## config.mk

```make
export PLATFORM = sky130hd
export DESIGN_NAME = bit_regs
export DESIGN_NICKNAME = d
export VERILOG_FILES = /design/src/hdl/bit_pkg.sv /design/src/hdl/bit_regs.sv
export SDC_FILE = /design/constraint.sdc
export NUM_CORES = 1
export LEC_CHECK = 0
export BUFFER_PORTS_ARGS = -buffer_cell sky130_fd_sc_hd__buf_4
export CAP_MARGIN = 20
export CORE_AREA = 2 2 72 74
export CTS_BUF_LIST = sky130_fd_sc_hd__clkbuf_8 sky130_fd_sc_hd__clkbuf_16
export DETAILED_ROUTE_END_ITERATION = 16
export DIE_AREA = 0 0 74 76
export GPL_TIMING_DRIVEN = 0
export PLACE_DENSITY = 0.69
export SLEW_MARGIN = 10
export SYNTH_ARGS = -nofsm -noshare
export SYNTH_HDL_FRONTEND = slang
export SYNTH_SLANG_ARGS = --single-unit
```

## constraint.sdc

```tcl
create_clock -name i_clk -period 1.4 [get_ports i_clk]
set_clock_uncertainty 0.15 [all_clocks]
set_input_delay 0.07 -clock i_clk [delete_from_list [all_inputs] [get_ports i_clk]]
set_output_delay 0.07 -clock i_clk [all_outputs]
set_load 0.03 [all_outputs]
```

## src/hdl/bit_pkg.sv

```systemverilog
// package: types, constants and neighborhood test for the thinning core
package bit_pkg;
    localparam int MAX_WIDTH  = 256;
    localparam int MAX_HEIGHT = 256;
    localparam int COL_W = $clog2(MAX_WIDTH);
    localparam int ROW_W = $clog2(MAX_HEIGHT);
    localparam int ADDR_W = COL_W + ROW_W;
    localparam logic [7:0] BG_LEVEL = 8'd255;

    localparam logic [1:0] MODE_LOAD = 2'd0;
    localparam logic [1:0] MODE_THIN = 2'd1;
    localparam logic [1:0] MODE_READ = 2'd2;

    localparam logic [1:0] REG_WIDTH  = 2'd0;
    localparam logic [1:0] REG_HEIGHT = 2'd1;
    localparam logic [1:0] REG_THRESH = 2'd2;

    typedef struct packed {
        logic [1:0] mode;
        logic [7:0] row;
        logic [7:0] col;
        logic [7:0] pixel_in;
    } t_req;

    typedef struct packed {
        logic [7:0]  pixel_out;
        logic [15:0] passes;
    } t_rsp;

    // 3x3 window: bits {nw,n,ne,w,c,e,sw,s,se}
    function automatic logic guo_hall_mark(input logic [8:0] win, input logic second);
        logic nw, n, ne, wv, cc, e, sw, s, se;
        logic [2:0] conn, n1, n2, nn;
        logic m;
        {nw, n, ne, wv, cc, e, sw, s, se} = win;
        conn = 3'(~n & (ne | e)) + 3'(~e & (se | s)) + 3'(~s & (sw | wv)) + 3'(~wv & (nw | n));
        n1 = 3'(nw | n) + 3'(ne | e) + 3'(se | s) + 3'(sw | wv);
        n2 = 3'(n | ne) + 3'(e | se) + 3'(s | sw) + 3'(wv | nw);
        nn = (n1 < n2) ? n1 : n2;
        m = second ? ((n | ne | ~se) & e) : ((s | sw | ~nw) & wv);
        return cc && conn == 3'd1 && nn >= 3'd2 && nn <= 3'd3 && !m;
    endfunction
endpackage

```

## src/hdl/bit_regs.sv

```systemverilog
// configuration registers on the apb-style port
module bit_regs (
    input  logic        i_clk,
    input  logic        i_rst_n,
    input  logic        psel,
    input  logic        penable,
    input  logic        pwrite,
    input  logic [3:0]  paddr,
    input  logic [31:0] pwdata,
    output logic [31:0] prdata,
    output logic        pready,
    output logic [8:0]  o_width,
    output logic [8:0]  o_height,
    output logic [7:0]  o_thresh
);
    import bit_pkg::*;
    logic [8:0] r_width, r_height;
    logic [7:0] r_thresh;
    logic [1:0] w_idx;

    assign pready = 1'b1;
    assign w_idx = paddr[3:2];

    always_ff @(posedge i_clk) begin
        if (!i_rst_n) begin
            r_width  <= 9'd256;
            r_height <= 9'd256;
            r_thresh <= 8'd127;
        end else if (psel && penable && pwrite) begin
            case (w_idx)
                REG_WIDTH:  r_width  <= pwdata[8:0];
                REG_HEIGHT: r_height <= pwdata[8:0];
                REG_THRESH: r_thresh <= pwdata[7:0];
                default: ;
            endcase
        end
    end

    always_comb begin
        prdata = '0;
        case (w_idx)
            REG_WIDTH:  prdata = {23'd0, r_width};
            REG_HEIGHT: prdata = {23'd0, r_height};
            REG_THRESH: prdata = {24'd0, r_thresh};
            default:    prdata = '0;
        endcase
    end

    assign o_width  = r_width;
    assign o_height = r_height;
    assign o_thresh = r_thresh;
endmodule

```

### After elaboration in Yosys (flattened, before gate mapping)

Index checks and enable logic that the tools add are counted.

| storage, ports and cells | value |
|---|---|
| bits in registers | 26 |
| memory bits (writable) | 0 |
| bits in read-only memories | 0 |
| memories | 0 |
| bits in latches | 0 |
| logic and storage cells | 12 |

| cells by class | value |
|---|---|
| muxes and demuxes | 1 |
| reductions and logical operators | 6 |
| $add $sub $neg | 0 |
| eq/ne operators | 2 |
| $mul | 0 |
| bitwise logic cells | 0 |
| divide/modulo/power cells | 0 |
| $lt $le $gt $ge | 0 |
| shift operators | 0 |

Operator list:

| cell | number |
|---|---|
| $pmux W9 S3 | 1 |
| $reduce_and A2 Y1 | 3 |
| $eq A2 B1 Y1 const B | 1 |
| $eq A2 B2 Y1 const B | 1 |
| $logic_and A1 B1 Y1 | 2 |
| $logic_not A2 Y1 | 1 |

### Longest topological paths before layout

Gate-level depths: netlist of the first run.

| depth | value |
|---|---|
| word-level depth | 3 |
| mapped depth | 5 |
| gate-level depth less buffers | 3 |

### Worst setup path before layout of the first run

OpenSTA, ideal clock, no wires.

| path | value |
|---|---|
| kind | reg2out |
| start | register r_height[0], in the netlist o_height[0] |
| end | output port prdata[0] |
| cell stages (with the launch flop) | 3 |
| arrival | 1.311 ns |
| setup slack | -0.131 ns |
| data required time | 1.180 ns |
| path through | dfxtp_1 -> mux2i_1 -> o21ai_0 |

| between the ends | value |
|---|---|
| cells in the longest elaborated chain, start to end | 1 |

RTL lines:

| element | RTL line | source |
|---|---|---|
| from (decl) | bit_regs.sv:17 | `logic [8:0] r_width, r_height;` |
| from (signal assigned) | bit_regs.sv:32 | `REG_HEIGHT: r_height <= pwdata[8:0];` |
| $pmux W9 S3 | bit_regs.sv:41 | `case (w_idx)` |
| to (decl) | bit_regs.sv:10 | `output logic [31:0] prdata,` |

No other way between the ends.

### Worst setup path after layout of the first run

Same ends and word-level chain as after synthesis.

==> qor_table.md, run 1 <==
| Group | Parameter | This run |
|---|---|---|
| run status | Result of the run | finished clean |
| sta | RSZ-0062 raised after global routing | no |
| sta | Count of endpoints failing setup in the final report | 0 |
| setup path | R2r worst-path depth | 2 |
| power | Logic gate share of total power | 24.2% |
| clocking | Number of levels the H-tree was split into | 1 |
| logic synthesis | Number of distinct library cells after synthesis | 18 |
| grt | Maximum number of pins on one net before global-route repair | 15 |
| routing | First-pass iteration count of the detailed router | 5 |
| sta | Max-slew violation count | 0 |
| clocking | Clock sinks | 26 |
| sta | Peak clock frequency supported by timing | 771 MHz |
| setup path | Startpoint-to-endpoint class of the critical path | flip-flop to output port |
| floorplanning | Number of placement rows | 26 |
| setup path | Reg2Reg Launch Point | o_thresh[0]$_SDFFE_PN1P_ |
| power | Part of the power in registers | 45.9% |
| sta | Final min period | 1.30 ns |
| power | Switching pwr | 0.000490 W |
| layout | Post-route cell area | 2100 um2 |
| place | Placer's final routability congestion estimate | 0.709 |
| logic synthesis | Combinational family with the most area after synthesis | buffers and inverters |
| setup path | Type of destination of the critical path | output port |
| power | Clock group share of total power | 29.9% |
| clocking | CTS Buf Count | 3 |
| setup path | Reg-to-Reg End | o_thresh[0]$_SDFFE_PN1P_ |
| setup path | Required time worst endpoint | 1.18 ns |
| setup path | Critical-path cell with the highest stage delay | sky130_fd_sc_hd__dfxtp_1 |
| logic synthesis | Adder-Cell Fraction of Synth Area | 0% |
| logic synthesis | Mux share of post-synthesis cell area | 19.9% |
| clocking | Library cell used as clock root buffer | sky130_fd_sc_hd__clkbuf_8 |
| clocking | Clock tree from TritonCTS | built |
| power | Design internal power | 0.00116 W |
| floorplanning | CORE AREA | 4910 um2 |
| sta | Normalized max-slew margin | 64.5% |
| setup path | Cell count along the critical path | 3 |
| hold path | Hold Path Depth | 3 |
| sta | Crit share post-route | 92.7% |
| power | Pwr dens | 786 nW/um2 |
| sta | Post-Route Setup TNS | 0 ns |
| grt | Residual overflow from global routing | 0 |
| clocking | Later-pin clock latency in the skew report | 0.27 ns |
| floorplanning | Initial cell density of the core | 28.7% |
| run | Max-capacitance violation count | 0 |
| setup path | Crit path buf inv count | 1 |
| layout | Area growth from synthesis to layout | 49.4% |
| grt | Total track usage | 13.3% |
| setup path | Cells along the critical path | mux2i_1 > o21ai_1 > buf_4 |
| power | Switching power as a share of total power | 29.7% |
| logic synthesis | Simple-gate share of the synthesized area | 15.6% |
| routing | Post-detailed-route wirelength per cell | 11.7 um |
| routing | Iter 0 DRT Violations | 43 |
| logic synthesis | Mapped Area | 1410 um2 |
| layout | Count of nets after finishing | 290 |
| floorplanning | Die outline height | 76 um |
| setup path | Slowest stage delay, CP | 0.37 ns |
| routing | Antenna viol nets, final | 0 |
| hold path | Launch instance of the worst min-delay path | i_rst_n |
| setup path | R2r setup slk | 0.58 ns |
| layout | Number of cells in the finished layout apart from fillers | 318 |
| routing | DR DRC count | 0 |
| floorplanning | DIE WIDTH | 74 um |
| place | HPWL reported at the end of detailed placement | 2.69 mm |
| setup path | Data arrival at the endpoint of the critical path | 1.08 ns |
| logic synthesis | Synth Instances | 163 |
| layout | Antenna diode count | 0 |
| grt | Global route hottest layer | met2 |
| floorplanning | Area enclosed by the die boundary | 5620 um2 |
| setup path | Critical Path Source Type | flip-flop |
| setup path | Category of cells accounting for the largest share of critical-path delay | flip-flops |
| setup path | Worst Path Max Fanout | 3 |
| logic synthesis | Sequential fraction of the synthesis area | 37.0% |
| place | Placed standard-cell area | 1950 um2 |
| hold path | Hold/Removal Path Class | input port to flip-flop |
| routing | Post-Route WL | 3.72 mm |
| logic synthesis | Compound-cell area share of the yosys netlist | 6.58% |
| grt | Met1 routing resource usage after global routing | 17.5% |
| sta | Fin Hold WS | 0.0215 ns |
| routing | Avg Vias per Cell | 4.02 |
| routing | Total via count in the routed design | 1279 |
| logic synthesis | Syn_area_per_cell | 8.64 um2 |
| clocking | Register clock-pin slew on the reported worst setup and hold paths | 0.09 ns |
| grt | Met2 demand-to-capacity share in global routing | 21.2% |
| power | Leakage power of the design | 1.09 nW |
| grt | Vias in the first global route | 1166 |
| grt | Number of antenna violations at the first check in global routing | 0 |
| place | Count of buffers from port buffering | 49 |
| floorplanning | Ports | 100 |
| logic synthesis | Synth warnings | 0 |
| hold path | End point of the most critical hold path | o_thresh[7]$_SDFFE_PN0P_ |
| power | Maximum vdd drop | 0.327 mV |
| sta | Final Hold Vio Count | 0 |
| logic synthesis | Number of storage elements in the synthesis netlist | 26 |
| place | Number of placed instances, taps included | 304 |
| grt | Wire length of the first global-routing pass | 5.78 mm |
| layout | Layout cell share with drive strength beyond 1 | 35.1% |
| sta | Actual transition at the worst max-transition pin | 0.532 ns |
| clocking | Number of buffers on the longest clock path | 2 |
| grt | M3 GR Usage | 2.25% |
| logic synthesis | Xor/xnor share of the synthesized area | 0% |
-- state kept, by name, summed over array words and instances (netlist names) --
register and cells:
o_height 9, o_thresh 8, o_width 9
-- cells in the mapped netlist --
cell type                  instances  share of area (%)
sky130_fd_sc_hd__and2_1            1               0.44
sky130_fd_sc_hd__and3_1            1               0.44
sky130_fd_sc_hd__buf_2             4                1.4
sky130_fd_sc_hd__buf_4            26                 14
sky130_fd_sc_hd__buf_6             3                2.4
sky130_fd_sc_hd__clkbuf_1          3               0.80
sky130_fd_sc_hd__conb_1            2               0.53
sky130_fd_sc_hd__dfxtp_1          26                 37
sky130_fd_sc_hd__inv_1             7                1.9
sky130_fd_sc_hd__mux2i_1          28                 20
sky130_fd_sc_hd__nand2_1          33                8.8
sky130_fd_sc_hd__nand3_1           7                2.5
sky130_fd_sc_hd__nand3b_1          1               0.53
sky130_fd_sc_hd__nor2_1            1               0.27
sky130_fd_sc_hd__nor2b_1           4                1.8
sky130_fd_sc_hd__nor3b_2           1               0.89
sky130_fd_sc_hd__o211ai_1          7                3.7
sky130_fd_sc_hd__o21ai_0           8                2.8
-- layer usage --
metal	vias to the layer above	part of all wire, %
li1	653	-
met1	569	41
met2	51	50
met3	6	7.8
met4	0	1.7
met5	-	0
-- layout make-up --
type / count / area [um2]
plain buffers: 36 / 263
clock buffers: 4 / 55.1
fillers: 501 / 2810
inverters: 7 / 26.3
multi-input cells: 116 / 683
flip-flops and latches: 26 / 520
well taps: 70 / 87.6
repair buffers: 59 / 468
-- logic make-up (layout without fill, tap and decap cells) --
family | count (synthesis) | in the layout
AO/OA/AOI/OAI | 15 | 15
buffers and inverters | 43 | 106
AND/OR/NAND/NOR | 49 | 49
flip-flops | 26 | 26
other | 2 | 24
multiplexers | 28 | 28
-- worst reg2reg max path, delay by kind of cell (launching register included) --
| kind | cells | cell delay [ns] |
|---|---|---|
| compound gates | 1 | 0.18 |
| buf+inv | 1 | 0.05 |
| flops | 1 | 0.37 |
-- power by group through the flow --
| stage | combinational, W | sequential, W | clock (W) |
|---|---|---|---|
| after floorplan | 0.000250 | 0.000798 | 0 |
| after global placement | 0.000373 | 0.000777 | 0 |
| after global routing | 0.000426 | 0.000761 | 0.000529 |
| after CTS | 0.000398 | 0.000759 | 0.000504 |
| final | 0.000400 | 0.000759 | 0.000494 |
| after detailed placement | 0.000375 | 0.000777 | 0 |
-- layout by cell type (no fill, tap or decap) --
cell	synthesis	layout
sky130_fd_sc_hd__and2_1	1	1
sky130_fd_sc_hd__nand3_1	7	7
sky130_fd_sc_hd__nor2_1	1	1
sky130_fd_sc_hd__dfxtp_1	26	26
sky130_fd_sc_hd__o21ai_1	0	8
sky130_fd_sc_hd__and3_1	1	1
sky130_fd_sc_hd__nand3b_1	1	1
sky130_fd_sc_hd__clkbuf_8	0	4
sky130_fd_sc_hd__inv_1	7	7
sky130_fd_sc_hd__dlygate4sd3_1	0	10
sky130_fd_sc_hd__conb_1	2	24
sky130_fd_sc_hd__nand2_1	33	33
sky130_fd_sc_hd__clkbuf_4	0	1
sky130_fd_sc_hd__buf_6	3	3
sky130_fd_sc_hd__nor2b_1	4	4
sky130_fd_sc_hd__buf_2	4	3
sky130_fd_sc_hd__buf_4	26	75
sky130_fd_sc_hd__mux2i_1	28	28
sky130_fd_sc_hd__clkbuf_1	3	3
sky130_fd_sc_hd__nor3b_2	1	1
sky130_fd_sc_hd__o211ai_1	7	7
-- stage by stage --
stage / util [%] / setup WS, ns / power, W
floorplan: - / 0.0906 / 0.00105
global placement: 39.6 / 0.0816 / 0.00115
detailed placement: 39.6 / 0.0757 / 0.00115
CTS: 42.8 / 0.0755 / 0.00166
global route: 42.8 / 0.0313 / 0.00172
finish: 42.8 / 0.102 / 0.00165
-- repair_timing --
action | CTS | global route
hold buffers | 10 | 0
endpoints found under the setup margin | 0 | 4
gates resized for setup | 0 | 1
hold endpoints to repair | 26 | 0
buffers inserted | 0 | 0
-- worst max path at each step --
stage                             startpoint         to  slack, ns
global route                        paddr[2]  prdata[5]       0.03
detailed placement                  paddr[2]  prdata[0]       0.08
global placement                    paddr[2]  prdata[0]       0.08
finish              o_height[0]$_SDFFE_PN0P_  prdata[0]       0.10
floorplan           o_height[0]$_SDFFE_PN0P_  prdata[0]       0.09
CTS                                 paddr[2]  prdata[0]       0.08
Note: power is estimated with default switching activity, not from simulation.
==> run 2, diff against run 1 <==
--- a/config.mk
+++ b/config.mk
@@ -5,7 +5,7 @@
 export SDC_FILE = /design/constraint.sdc
 export NUM_CORES = 1
 export LEC_CHECK = 0
-export BUFFER_PORTS_ARGS = -buffer_cell sky130_fd_sc_hd__buf_4
+export BUFFER_PORTS_ARGS = -buffer_cell sky130_fd_sc_hd__buf_2
 export CAP_MARGIN = 20
 export CORE_AREA = 2 2 72 74
 export CTS_BUF_LIST = sky130_fd_sc_hd__clkbuf_8 sky130_fd_sc_hd__clkbuf_16
==> run 2 against run 1 <==
  * Final area decreased by 6.5%
  * First-iteration DRC count increased by 12%
  * Die area unchanged
  * Final cell count decreased by 0.31%
  * Clock-buffer cell count decreased by 1
  * Clock power decreased by 15%
  * Critical endpoint unchanged
==> qor_table.md, run 2 (same netlist as run 1, synthesis figures left out) <==
| Group | Parameter | This run | Delta |
|---|---|---|---|
| grt | Wire length of the first global-routing pass | 5.78 mm | unchanged |
| layout | Area growth from synthesis to layout | 39.7% | was 49.4% |
| layout | Antenna diode count | 0 | unchanged |
| layout | Post-route cell area | 1970 um2 | was 2100 um2 |
| floorplanning | CORE AREA | 4910 um2 | unchanged |
| grt | Total track usage | 13.2% | was 13.3% |
| routing | First-pass iteration count of the detailed router | 4 | was 5 |
| power | Pwr dens | 787 nW/um2 | was 786 nW/um2 |
| layout | Total area of multi-input combinational cells | 683 um2 | unchanged |
| power | Design internal power | 0.00108 W | was 0.00116 W |
| routing | Post-Route WL | 3.62 mm | was 3.72 mm |
| clocking | CTS Buf Count | 3 | unchanged |
| sta | Crit share post-route | 91.6% | was 92.7% |
| sta | Count of endpoints failing setup in the final report | 0 | unchanged |
| sta | Max-slew violation count | 0 | unchanged |
| power | Total design power | 0.00155 W | was 0.00165 W |
| setup path | Startpoint-to-endpoint class of the critical path | flip-flop to output port | unchanged |
| grt | Number of antenna violations at the first check in global routing | 0 | unchanged |
| layout | Top library cells by usage in the layout, fill and taps aside | sky130_fd_sc_hd__buf_2 (52), sky130_fd_sc_hd__nand2_1 (33), sky130_fd_sc_hd__mux2i_1 (28) | was sky130_fd_sc_hd__buf_4 (75), sky130_fd_sc_hd__nand2_1 (33), sky130_fd_sc_hd__mux2i_1 (28) |
| sta | Actual transition at the worst max-transition pin | 0.508 ns | was 0.532 ns |
| setup path | Worst Path Max Fanout | 3 | unchanged |
| layout | Count of nets after finishing | 290 | unchanged |
| routing | Avg Vias per Cell | 3.93 | was 4.02 |
| grt | Residual overflow from global routing | 0 | unchanged |
| power | Switching power as a share of total power | 30.4% | was 29.7% |
| sta | Normalized max-slew margin | 66.1% | was 64.5% |
| setup path | Required time worst endpoint | 1.18 ns | about the same |
| grt | Maximum number of pins on one net before global-route repair | 14 | was 15 |
| floorplanning | Ports | 100 | unchanged |
| sta | Post-Route Setup TNS | 0 ns | unchanged |
| power | Switching pwr | 0.000470 W | was 0.000490 W |
| routing | Total via count in the routed design | 1247 | was 1279 |
| routing | Antenna viol nets, final | 0 | unchanged |
| clocking | Number of buffers on the longest clock path | 2 | unchanged |
| place | Placed standard-cell area | 1820 um2 | was 1950 um2 |
| hold path | Hold/Removal Path Class | input port to flip-flop | unchanged |
| clocking | Clock tree from TritonCTS | built | unchanged |
| layout | Most common library cell in the layout ignoring fill and taps | sky130_fd_sc_hd__buf_2 | was sky130_fd_sc_hd__buf_4 |
| layout | Area used by sequential logic in the layout | 520 um2 | unchanged |
| floorplanning | Number of placement rows | 26 | unchanged |
| clocking | Register clock-pin slew on the reported worst setup and hold paths | 0.09 ns | about the same |
| floorplanning | Die outline height | 76 um | unchanged |
| clocking | Later-pin clock latency in the skew report | 0.26 ns | was 0.27 ns |
| sta | Final min period | 1.28 ns | was 1.30 ns |
| routing | DR DRC count | 0 | unchanged |
| floorplanning | Area enclosed by the die boundary | 5620 um2 | unchanged |
| routing | Post-detailed-route wirelength per cell | 11.4 um | was 11.7 um |
| power | Leakage power of the design | 1.05 nW | was 1.09 nW |
| layout | Layout cell share with drive strength beyond 1 | 34.8% | was 35.1% |
| clocking | Clock sinks | 26 | unchanged |
| place | Placer's final routability congestion estimate | 0.704 | was 0.709 |
| sta | RSZ-0062 raised after global routing | no | unchanged |
| power | Clock group share of total power | 27.1% | was 29.9% |
| layout | Final core utilization | 40.0% | was 42.8% |
| floorplanning | DIE WIDTH | 74 um | unchanged |
| clocking | Number of levels the H-tree was split into | 1 | unchanged |
| power | Logic gate share of total power | 23.9% | was 24.2% |
| run status | Result of the run | finished clean | unchanged |
| routing | Iter 0 DRT Violations | 48 | was 43 |
| clocking | Library cell used as clock root buffer | sky130_fd_sc_hd__clkbuf_8 | unchanged |
| place | HPWL reported at the end of detailed placement | 2.63 mm | was 2.69 mm |
| setup path | Type of destination of the critical path | output port | unchanged |
| sta | Peak clock frequency supported by timing | 780 MHz | was 771 MHz |
| run | Max-capacitance violation count | 0 | unchanged |
| floorplanning | Initial cell density of the core | 28.7% | unchanged |
| grt | Vias in the first global route | 1197 | was 1166 |
| power | Maximum vdd drop | 0.386 mV | was 0.327 mV |
| setup path | Critical Path Source Type | flip-flop | unchanged |
| power | Part of the power in registers | 49.0% | was 45.9% |
| setup path | Data arrival at the endpoint of the critical path | 1.06 ns | was 1.08 ns |
| sta | Final Hold Vio Count | 0 | unchanged |
| layout | Count of fill cells added during filler insertion | 513 | was 501 |
| place | Count of buffers from port buffering | 49 | unchanged |
run 2: metal layers:
layer	wire length, um	GRT usage [%]	vias up
met4	19	4.55	0
li1	-	-	655
met3	224	2.38	2
met2	1810	22.1	39
met5	0	0	-
met1	1560	16.6	551
run 2: what timing repair did:
item	CTS	global route
setup buffers	0	0
setup endpoints to repair	0	8
gates resized for setup	0	2
endpoints found under the hold margin	26	0
hold buffers	10	0
run 2: power groups by stage:
stage               logic [W]  registers [W]  clock network [W]
floorplan            0.000250       0.000798                  0
global placement     0.000347       0.000776                  0
detailed placement   0.000348       0.000776                  0
CTS                  0.000370       0.000759           0.000432
global route         0.000398       0.000761           0.000460
finish               0.000370       0.000759           0.000420
run 2: worst paths after layout:
check	from	endpoint	slack (ns)	cells past startpoint
max reg2reg	o_thresh[3]$_SDFFE_PN1P_	o_thresh[3]$_SDFFE_PN1P_	0.57	2
min	i_rst_n	o_height[7]$_SDFFE_PN0P_	0.02	3
max	o_height[0]$_SDFFE_PN0P_	prdata[0]	0.12	3
min reg2reg	o_width[7]$_SDFFE_PN0P_	o_width[7]$_SDFFE_PN0P_	0.32	2
run 2: cell type report:
cell class                      count  share of cell area, %
Multi-Input combinational cell    116                   34.7
Sequential cell                    26                   26.5
Timing Repair Buffer               59                   17.6
Buffer                             36                   13.4
Tap cell                           70                   4.45
Clock buffer                        3                   2.10
Inverter                            7                   1.34
run 2: critical path, cell delays in order (launching register included):
cell and delay [ns]:
sky130_fd_sc_hd__dfxtp_1 0.37, sky130_fd_sc_hd__mux2i_1 0.09, sky130_fd_sc_hd__o21ai_1 0.13, sky130_fd_sc_hd__buf_2 0.21
run 2: metrics by stage:
step	std cells	worst slack, ns	hold slack (ns)
finish	317	0.118	0.0243
detailed placement	304	0.0510	0.190
CTS	317	0.0429	0.0314
global route	317	0.0205	0.0566
floorplan	185	0.0906	0.0815
global placement	304	0.0412	0.184
